**src/rtl/mexp_pkg.sv**
```systemverilog
package mexp_pkg;

  localparam int unsigned OpWidth = 31;
  localparam int unsigned CntWidth = $clog2(OpWidth);
  localparam int unsigned PcWidth = 4;

  typedef logic [OpWidth-1:0] operand_t;
  typedef logic [CntWidth-1:0] cnt_t;
  typedef logic [PcWidth-1:0] pc_t;

  typedef struct packed {
    logic [OpWidth-1:0] base_value;
    logic [OpWidth-1:0] exponent_value;
    logic [OpWidth-1:0] modulus_value;
  } mexp_req_t;

  typedef struct packed {
    logic [OpWidth-1:0] power_result;
    logic               zero_modulus_error;
  } mexp_rsp_t;

  typedef enum logic [2:0] {
    OP_NOP,
    OP_LOAD,
    OP_ACC_ONE,
    OP_MUL_START,
    OP_MUL_WAIT,
    OP_EXP_NEXT,
    OP_EMIT
  } op_e;

  typedef enum logic [2:0] {
    C_NEVER,
    C_ALWAYS,
    C_NO_INPUT,
    C_M_ZERO,
    C_MUL_BUSY,
    C_EBIT_CLR,
    C_EXP_MORE,
    C_OUT_BUSY
  } cond_e;

  // multiplier operand y; operand x is always the accumulator
  typedef enum logic {
    SRC_BASE,
    SRC_ACC
  } src_e;

  typedef enum logic {
    DST_BASE,
    DST_ACC
  } dst_e;

  typedef struct packed {
    op_e   op;
    cond_e cond;
    src_e  src;
    dst_e  dst;
    logic  in_rdy;
    pc_t   target;
  } uword_t;

  typedef struct packed {
    logic in_valid;
    logic m_zero;
    logic mul_done;
    logic e_msb;
    logic exp_more;
    logic out_free;
  } ucond_t;

  localparam pc_t StWait    = pc_t'(0);
  localparam pc_t StInit    = pc_t'(1);
  localparam pc_t StRedGo   = pc_t'(2);
  localparam pc_t StRedWait = pc_t'(3);
  localparam pc_t StSqGo    = pc_t'(4);
  localparam pc_t StSqWait  = pc_t'(5);
  localparam pc_t StTest    = pc_t'(6);
  localparam pc_t StMulGo   = pc_t'(7);
  localparam pc_t StMulWait = pc_t'(8);
  localparam pc_t StNext    = pc_t'(9);
  localparam pc_t StEmit    = pc_t'(10);
  localparam pc_t StReturn  = pc_t'(11);

  // Branch taken: go to target; otherwise fall through to the next step.
  function automatic uword_t mexp_ucode(pc_t pc);
    uword_t w;
    w = '{op: OP_NOP, cond: C_ALWAYS, src: SRC_BASE, dst: DST_ACC,
          in_rdy: 1'b0, target: StWait};
    case (pc)
      StWait: begin
        w.op = OP_LOAD; w.in_rdy = 1'b1; w.cond = C_NO_INPUT; w.target = StWait;
      end
      StInit: begin
        w.op = OP_ACC_ONE; w.cond = C_M_ZERO; w.target = StEmit;
      end
      // base mod m as (1 mod m) * base
      StRedGo: begin
        w.op = OP_MUL_START; w.src = SRC_BASE; w.cond = C_NEVER;
      end
      StRedWait: begin
        w.op = OP_MUL_WAIT; w.dst = DST_BASE; w.cond = C_MUL_BUSY; w.target = StRedWait;
      end
      StSqGo: begin
        w.op = OP_MUL_START; w.src = SRC_ACC; w.cond = C_NEVER;
      end
      StSqWait: begin
        w.op = OP_MUL_WAIT; w.dst = DST_ACC; w.cond = C_MUL_BUSY; w.target = StSqWait;
      end
      StTest: begin
        w.cond = C_EBIT_CLR; w.target = StNext;
      end
      StMulGo: begin
        w.op = OP_MUL_START; w.src = SRC_BASE; w.cond = C_NEVER;
      end
      StMulWait: begin
        w.op = OP_MUL_WAIT; w.dst = DST_ACC; w.cond = C_MUL_BUSY; w.target = StMulWait;
      end
      StNext: begin
        w.op = OP_EXP_NEXT; w.cond = C_EXP_MORE; w.target = StSqGo;
      end
      StEmit: begin
        w.op = OP_EMIT; w.cond = C_OUT_BUSY; w.target = StEmit;
      end
      StReturn: begin
        w.cond = C_ALWAYS; w.target = StWait;
      end
      default: begin
        w.cond = C_ALWAYS; w.target = StWait;
      end
    endcase
    return w;
  endfunction

endpackage

```
**src/rtl/mexp_mulmod.sv**
```systemverilog
module mexp_mulmod (
  input  logic                      clk_i,
  input  logic                      rst_ni,
  input  logic                      start_i,
  input  mexp_pkg::operand_t        x_i,
  input  mexp_pkg::operand_t        y_i,
  input  mexp_pkg::operand_t        m_i,
  output logic                      done_o,
  output mexp_pkg::operand_t        prod_o
);
  import mexp_pkg::*;

  localparam int unsigned SumWidth = OpWidth + 3;

  operand_t acc_q, acc_d;
  operand_t x_q, x_d;
  operand_t y_q, y_d;
  cnt_t     cnt_q, cnt_d;
  logic     busy_q, busy_d;
  logic     done_q, done_d;

  logic [SumWidth-1:0] sum0, sum1, sum2;
  logic [SumWidth-1:0] m_ext, m2_ext;

  // 2*acc + bit*x stays below 3m: subtract 0, m or 2m in parallel
  always_comb begin
    m_ext  = SumWidth'(m_i);
    m2_ext = SumWidth'({m_i, 1'b0});
    sum0   = SumWidth'({acc_q, 1'b0}) + (y_q[OpWidth-1] ? SumWidth'(x_q) : '0);
    sum1   = sum0 - m_ext;
    sum2   = sum0 - m2_ext;
  end

  always_comb begin
    acc_d  = acc_q;
    x_d    = x_q;
    y_d    = y_q;
    cnt_d  = cnt_q;
    busy_d = busy_q;
    done_d = 1'b0;
    if (start_i) begin
      acc_d  = '0;
      x_d    = x_i;
      y_d    = y_i;
      cnt_d  = cnt_t'(OpWidth - 1);
      busy_d = 1'b1;
    end else if (busy_q) begin
      if (!sum2[SumWidth-1]) begin
        acc_d = sum2[OpWidth-1:0];
      end else if (!sum1[SumWidth-1]) begin
        acc_d = sum1[OpWidth-1:0];
      end else begin
        acc_d = sum0[OpWidth-1:0];
      end
      y_d = {y_q[OpWidth-2:0], 1'b0};
      if (cnt_q == '0) begin
        busy_d = 1'b0;
        done_d = 1'b1;
      end else begin
        cnt_d = cnt_q - cnt_t'(1);
      end
    end
  end

  always_ff @(posedge clk_i or negedge rst_ni) begin
    if (!rst_ni) begin
      busy_q <= 1'b0;
      done_q <= 1'b0;
      cnt_q  <= '0;
    end else begin
      busy_q <= busy_d;
      done_q <= done_d;
      cnt_q  <= cnt_d;
    end
  end

  always_ff @(posedge clk_i) begin
    acc_q <= acc_d;
    x_q   <= x_d;
    y_q   <= y_d;
  end

  assign done_o = done_q;
  assign prod_o = acc_q;

endmodule

```
**src/rtl/mexp_sequencer.sv**
```systemverilog
module mexp_sequencer (
  input  logic              clk_i,
  input  logic              rst_ni,
  input  mexp_pkg::ucond_t  cond_i,
  output mexp_pkg::uword_t  uword_o
);
  import mexp_pkg::*;

  pc_t    pc_q, pc_d;
  uword_t word;
  logic   taken;

  always_comb begin
    word = mexp_ucode(pc_q);
    case (word.cond)
      C_NEVER:    taken = 1'b0;
      C_ALWAYS:   taken = 1'b1;
      C_NO_INPUT: taken = !cond_i.in_valid;
      C_M_ZERO:   taken = cond_i.m_zero;
      C_MUL_BUSY: taken = !cond_i.mul_done;
      C_EBIT_CLR: taken = !cond_i.e_msb;
      C_EXP_MORE: taken = cond_i.exp_more;
      C_OUT_BUSY: taken = !cond_i.out_free;
      default:    taken = 1'b0;
    endcase
    pc_d = taken ? word.target : pc_q + pc_t'(1);
  end

  always_ff @(posedge clk_i or negedge rst_ni) begin
    if (!rst_ni) begin
      pc_q <= StWait;
    end else begin
      pc_q <= pc_d;
    end
  end

  assign uword_o = word;

endmodule

```
**src/rtl/modular_exponentiation_unit.sv**
```systemverilog
// Channel   Direction  Handshake               Payload
// request   in         in_valid_i / in_ready_o  in_req_i   (base, exponent, modulus)
// result    out        out_valid_o / out_ready_i out_rsp_o (power, zero-modulus flag)
//
// One request at a time. Each modular multiply runs in the
// bit-serial add-and-reduce unit; a zero modulus skips the multiplies.
// Reset puts the microcode step counter at the request wait step.
// The result register holds until taken; a finished result waits in the emit step while it is still full.
module modular_exponentiation_unit (
  input  logic                clk_i,
  input  logic                rst_ni,
  input  logic                in_valid_i,
  output logic                in_ready_o,
  input  mexp_pkg::mexp_req_t in_req_i,
  output logic                out_valid_o,
  input  logic                out_ready_i,
  output mexp_pkg::mexp_rsp_t out_rsp_o
);
  import mexp_pkg::*;

  uword_t    uword;
  ucond_t    ucond;

  operand_t  acc_q, acc_d;
  operand_t  base_q, base_d;
  operand_t  exp_q, exp_d;
  operand_t  mod_q, mod_d;
  logic      err_q, err_d;
  cnt_t      ecnt_q, ecnt_d;
  logic      out_valid_q, out_valid_d;
  mexp_rsp_t out_rsp_q, out_rsp_d;

  logic      mul_start;
  logic      mul_done;
  operand_t  mul_y;
  operand_t  mul_prod;
  logic      out_free;

  assign out_free = !out_valid_q || out_ready_i;

  always_comb begin
    ucond.in_valid = in_valid_i;
    ucond.m_zero   = (mod_q == '0);
    ucond.mul_done = mul_done;
    ucond.e_msb    = exp_q[OpWidth-1];
    ucond.exp_more = (ecnt_q != '0);
    ucond.out_free = out_free;
  end

  mexp_sequencer u_seq (
    .clk_i   (clk_i),
    .rst_ni  (rst_ni),
    .cond_i  (ucond),
    .uword_o (uword)
  );

  assign mul_start = (uword.op == OP_MUL_START);
  assign mul_y     = (uword.src == SRC_ACC) ? acc_q : base_q;

  mexp_mulmod u_mul (
    .clk_i   (clk_i),
    .rst_ni  (rst_ni),
    .start_i (mul_start),
    .x_i     (acc_q),
    .y_i     (mul_y),
    .m_i     (mod_q),
    .done_o  (mul_done),
    .prod_o  (mul_prod)
  );

  assign in_ready_o = uword.in_rdy;

  always_comb begin
    acc_d       = acc_q;
    base_d      = base_q;
    exp_d       = exp_q;
    mod_d       = mod_q;
    err_d       = err_q;
    ecnt_d      = ecnt_q;
    out_valid_d = out_valid_q;
    out_rsp_d   = out_rsp_q;
    if (out_ready_i) begin
      out_valid_d = 1'b0;
    end
    case (uword.op)
      OP_LOAD: begin
        if (in_valid_i) begin
          base_d = in_req_i.base_value;
          exp_d  = in_req_i.exponent_value;
          mod_d  = in_req_i.modulus_value;
          err_d  = (in_req_i.modulus_value == '0);
          ecnt_d = cnt_t'(OpWidth - 1);
        end
      end
      OP_ACC_ONE: begin
        // 1 mod m, and 0 for the error case
        acc_d    = '0;
        acc_d[0] = (mod_q > operand_t'(1));
      end
      OP_MUL_WAIT: begin
        if (mul_done) begin
          if (uword.dst == DST_BASE) begin
            base_d = mul_prod;
          end else begin
            acc_d = mul_prod;
          end
        end
      end
      OP_EXP_NEXT: begin
        exp_d  = {exp_q[OpWidth-2:0], 1'b0};
        ecnt_d = ecnt_q - cnt_t'(1);
      end
      OP_EMIT: begin
        if (out_free) begin
          out_valid_d                  = 1'b1;
          out_rsp_d.power_result       = acc_q;
          out_rsp_d.zero_modulus_error = err_q;
        end
      end
      default: begin
      end
    endcase
  end

  always_ff @(posedge clk_i or negedge rst_ni) begin
    if (!rst_ni) begin
      out_valid_q <= 1'b0;
      ecnt_q      <= '0;
    end else begin
      out_valid_q <= out_valid_d;
      ecnt_q      <= ecnt_d;
    end
  end

  always_ff @(posedge clk_i) begin
    acc_q     <= acc_d;
    base_q    <= base_d;
    exp_q     <= exp_d;
    mod_q     <= mod_d;
    err_q     <= err_d;
    out_rsp_q <= out_rsp_d;
  end

  assign out_valid_o = out_valid_q;
  assign out_rsp_o   = out_rsp_q;

endmodule

```
**config.mk**
```make
export PLATFORM = sky130hd
export DESIGN_NAME = modular_exponentiation_unit
export DESIGN_NICKNAME = d
export VERILOG_FILES = /design/src/rtl/mexp_pkg.sv /design/src/rtl/mexp_mulmod.sv /design/src/rtl/mexp_sequencer.sv /design/src/rtl/modular_exponentiation_unit.sv
export SDC_FILE = /design/constraint.sdc
export NUM_CORES = 1
export LEC_CHECK = 0
export ABC_CLOCK_PERIOD_IN_PS = 11100
export CAP_MARGIN = 10
export CELL_PAD_IN_SITES_DETAIL_PLACEMENT = 1
export CELL_PAD_IN_SITES_GLOBAL_PLACEMENT = 1
export CORE_MARGIN = 1
export CORE_UTILIZATION = 55
export CTS_BUF_LIST = sky130_fd_sc_hd__clkbuf_16
export DETAILED_ROUTE_END_ITERATION = 6
export DONT_BUFFER_PORTS = 1
export PLACE_DENSITY_LB_ADDON = 0.1
export SLEW_MARGIN = 15
export SYNTH_ARGS = -nofsm -noshare
export SYNTH_HDL_FRONTEND = slang
export SYNTH_SLANG_ARGS = --single-unit
```
**constraint.sdc**
```tcl
create_clock -name clk_i -period 11.1 [get_ports clk_i]
set_input_delay 2.22 -clock clk_i [delete_from_list [all_inputs] [get_ports clk_i]]
set_output_delay 2.22 -clock clk_i [all_outputs]
set_load 0.1 [all_outputs]
```
==> out/results.tsv <==
metric	value	unit
status	complete, no violations	
crit_arrival	7.33	ns
die_w	172.3	um
clk_pin_slew	0.07	ns
grt_start_max_net_pins	95	
firstDrtPassIters	5	
core-area	28160	um^2
htree_levels	1	
rsz0062_at_grt	no	
instances_no_fill	1860	
die_h	172.3	um
yosysMostFrequentCell	edfxtp_1	
synth_cell_type_count	80	
antennaDiodeCount	0	
yosys-top-cells-area	edfxtp_1, ha_1, mux2_2	
period_share	61.54	%
track_usage	29.86	%
drive_gt1_share	10.59	%
critPathSlowestCell	edfxtp_1	
cts_tree	done	
nets	1658	
cp_max_fo	31	
worstMarginPinSlew	1.195	ns
criticalPathCategory	reg2reg	
synth_seq_cells	267	
hold_path.class	reg2reg	
drv_cap	0	
rows	61	
design_area	17340	um^2
synth_nets	1669	
cts.sinks	267	
p_per_area	120.5	nW/um^2
drc	0	
layout_min_cycle_time	6.831	ns
cpMostUsedCell	a21o_1	
vdd_drop_max	172.1	uV
hold_viol	0	
synth_top_area_share	41.22	%
dpl.cell_count	1803	
ios	131	
vias	11760	
cp_data_required_time	11.60	ns
post_drt_via_cell_ratio	6.321	
dp_hpwl	32.15	mm
ys_async_sr_fraction	6.367	%
finalSetupViolations	0	
cts_made_buffers	30	
critPathLaunchType	flip-flop	
synth.cell_area	15950	um^2
grt.overflow.total	0	
drtIter0Drc	793	
syn_area_per_cell	10.85	um^2
synth_warnings	0	
start_util	56.65	%
place.gp.congestion	0.9120	
whs	0.4402	ns
post-cts-setup-buffers	0	
routedWlPerCell	23.53	um
path_cells	and2_1 > ha_1 > inv_1 > fa_1 > nand2b_1 > a21o_1 > a211oi_1 > o21a_1 > a21oi_1 > o21bai_1 > a21oi_1 > xnor2_1 > ha_1 > a21o_1 > a21o_1 > a221o_1 > or3_1 > a41o_1 > a211oi_4 > or2_1 > mux2_2 > o21ai_0	
wl	43.77	mm
grt_pass1_vias	11930	
max_freq	146.4	MHz
cts_root_buffer	clkbuf_16	
port_buffers	0	
dieArea	29690	um^2
p_leak	0.006424	uW
place_area	16280	um^2
ys_seq_area_share	47.78	%
max_stage_delay	0.96	ns
synth_flop_cell	edfxtp_1	
yosys.area.top_type	edfxtp_1	
fin_skew	0.02534	ns
hold_buffers	0	
tns	0	ns
syn_inst	1470	
maxSlewViolCount	0	
clock_latency	0.59	ns
grt_first_pass_wirelength	67.68	mm
relSlewSlack	20.18	%
endpoint_kind	flip-flop	
clock_path_buffers	3	
final_util	61.58	%
synthToLayoutAreaGrowth	8.697	%
post_cts_resized	0	
synth_common_cells	edfxtp_1, a21oi_1, nor2_1	
final_antenna_net_count	0	
grt_antenna_before_repair	0	
synth_edf_count	219	
[metal layers]
metal / GRT usage, % / share of wire [%] / vias up
met4: 6.926 / 1.7 / 0
met2: 47.76 / 46 / 367
met1: 42.89 / 47 / 5863
met3: 3.960 / 5.8 / 47
li1: - / - / 5480
met5: 0 / 0 / -
[layout make-up]
class,instances,area (um^2)
flip-flops and latches,267,7622
clock inverters,25,251.5
repair buffers,12,130.1
fillers,2935,10820
well taps,378,473.0
inverters,67,251.5
multi-input cells,1081,7863
clock buffers,30,750.7
[metrics by stage]
stage	total power [uW]	setup WS, ns
5_1_grt	2129	3.860
4_1_cts	2097	4.324
3_5_place_dp	1101	4.420
3_3_place_gp	1100	4.731
2_1_floorplan	1099	5.810
6_report	2090	4.269
[cell usage in the layout (no fill, tap or decap), types with 15 or more instances in the layout]
cell type and n:
nor3_1 21, nand3_1 28, o21a_1 17, dfxtp_1 31
a21oi_1 116, nand4_1 15, a31oi_1 21, mux2_2 67
xor2_1 29, edfxtp_1 219, dfrtp_1 17, inv_1 66
nand2_1 68, ha_1 99, o211ai_1 16, nor2_1 105
mux2i_1 50, o21ai_0 66, and2_1 68, nor4_1 20
a21o_1 36, nand2b_1 18, clkbuf_16 30, xnor2_1 53
[worst max-delay path, delay by kind of cell (launching register included)]
family | cells | cell delay [ns]
AOI/OAI and AO/OA | 12 | 2.68
and+or+nand+nor | 4 | 1.30
muxes | 1 | 0.41
DFF | 1 | 0.96
xor gates and xnor gates | 1 | 0.34
adders and majority gates | 3 | 0.96
buffers and inverters | 1 | 0.07
[path summary, 6_finish.rpt]
check / start / to / slack [ns] / cells after the start
worst min register to register: err_q / out_rsp_o[0] / 0.44 / 0
max in group asynchronous: rst_ni / ecnt_q[0] / 9.69 / 0
worst max-delay path: u_mul.y_q[30] / u_mul.prod_o[1] / 4.27 / 22
worst max register to register: u_mul.y_q[30] / u_mul.prod_o[1] / 4.27 / 22
worst min-delay path: err_q / out_rsp_o[0] / 0.44 / 0
min in group asynchronous: rst_ni / u_mul.cnt_q[4] / 1.32 / 0
[power breakdown]
group	leakage [uW]	internal (uW)	switching, uW	total [uW]
combinational	0.00388	4.63	2.11	6.75
sequential	0.00205	1070	0.000000000000134	1070
clock	0.000492	571	440	1010
[cells by family after synthesis]
family	after synthesis	share of synthesized area, %
DFF	267	47.78
and+or+nand+nor	395	12.52
buffers and inverters	122	3.317
AOI/OAI and AO/OA	384	15.79
adders and majority gates	102	8.141
xor gates and xnor gates	82	4.502
muxes	118	7.960
[flip-flops by register name, indices dropped and copies added (netlist names)]
| signal | flops |
|---|---|
| acc_q | 31 |
| base_q | 31 |
| ecnt_q | 5 |
| err_q | 1 |
| exp_q | 31 |
| mod_q | 31 |
| out_rsp_o | 32 |
| out_valid_o | 1 |
| u_mul.busy_q | 1 |
| u_mul.cnt_q | 5 |
| u_mul.done_o | 1 |
| u_mul.prod_o | 31 |
| u_mul.x_q | 31 |
| u_mul.y_q | 31 |
| u_seq.pc_q | 4 |
Note: power is estimated with default switching activity, not from simulation.
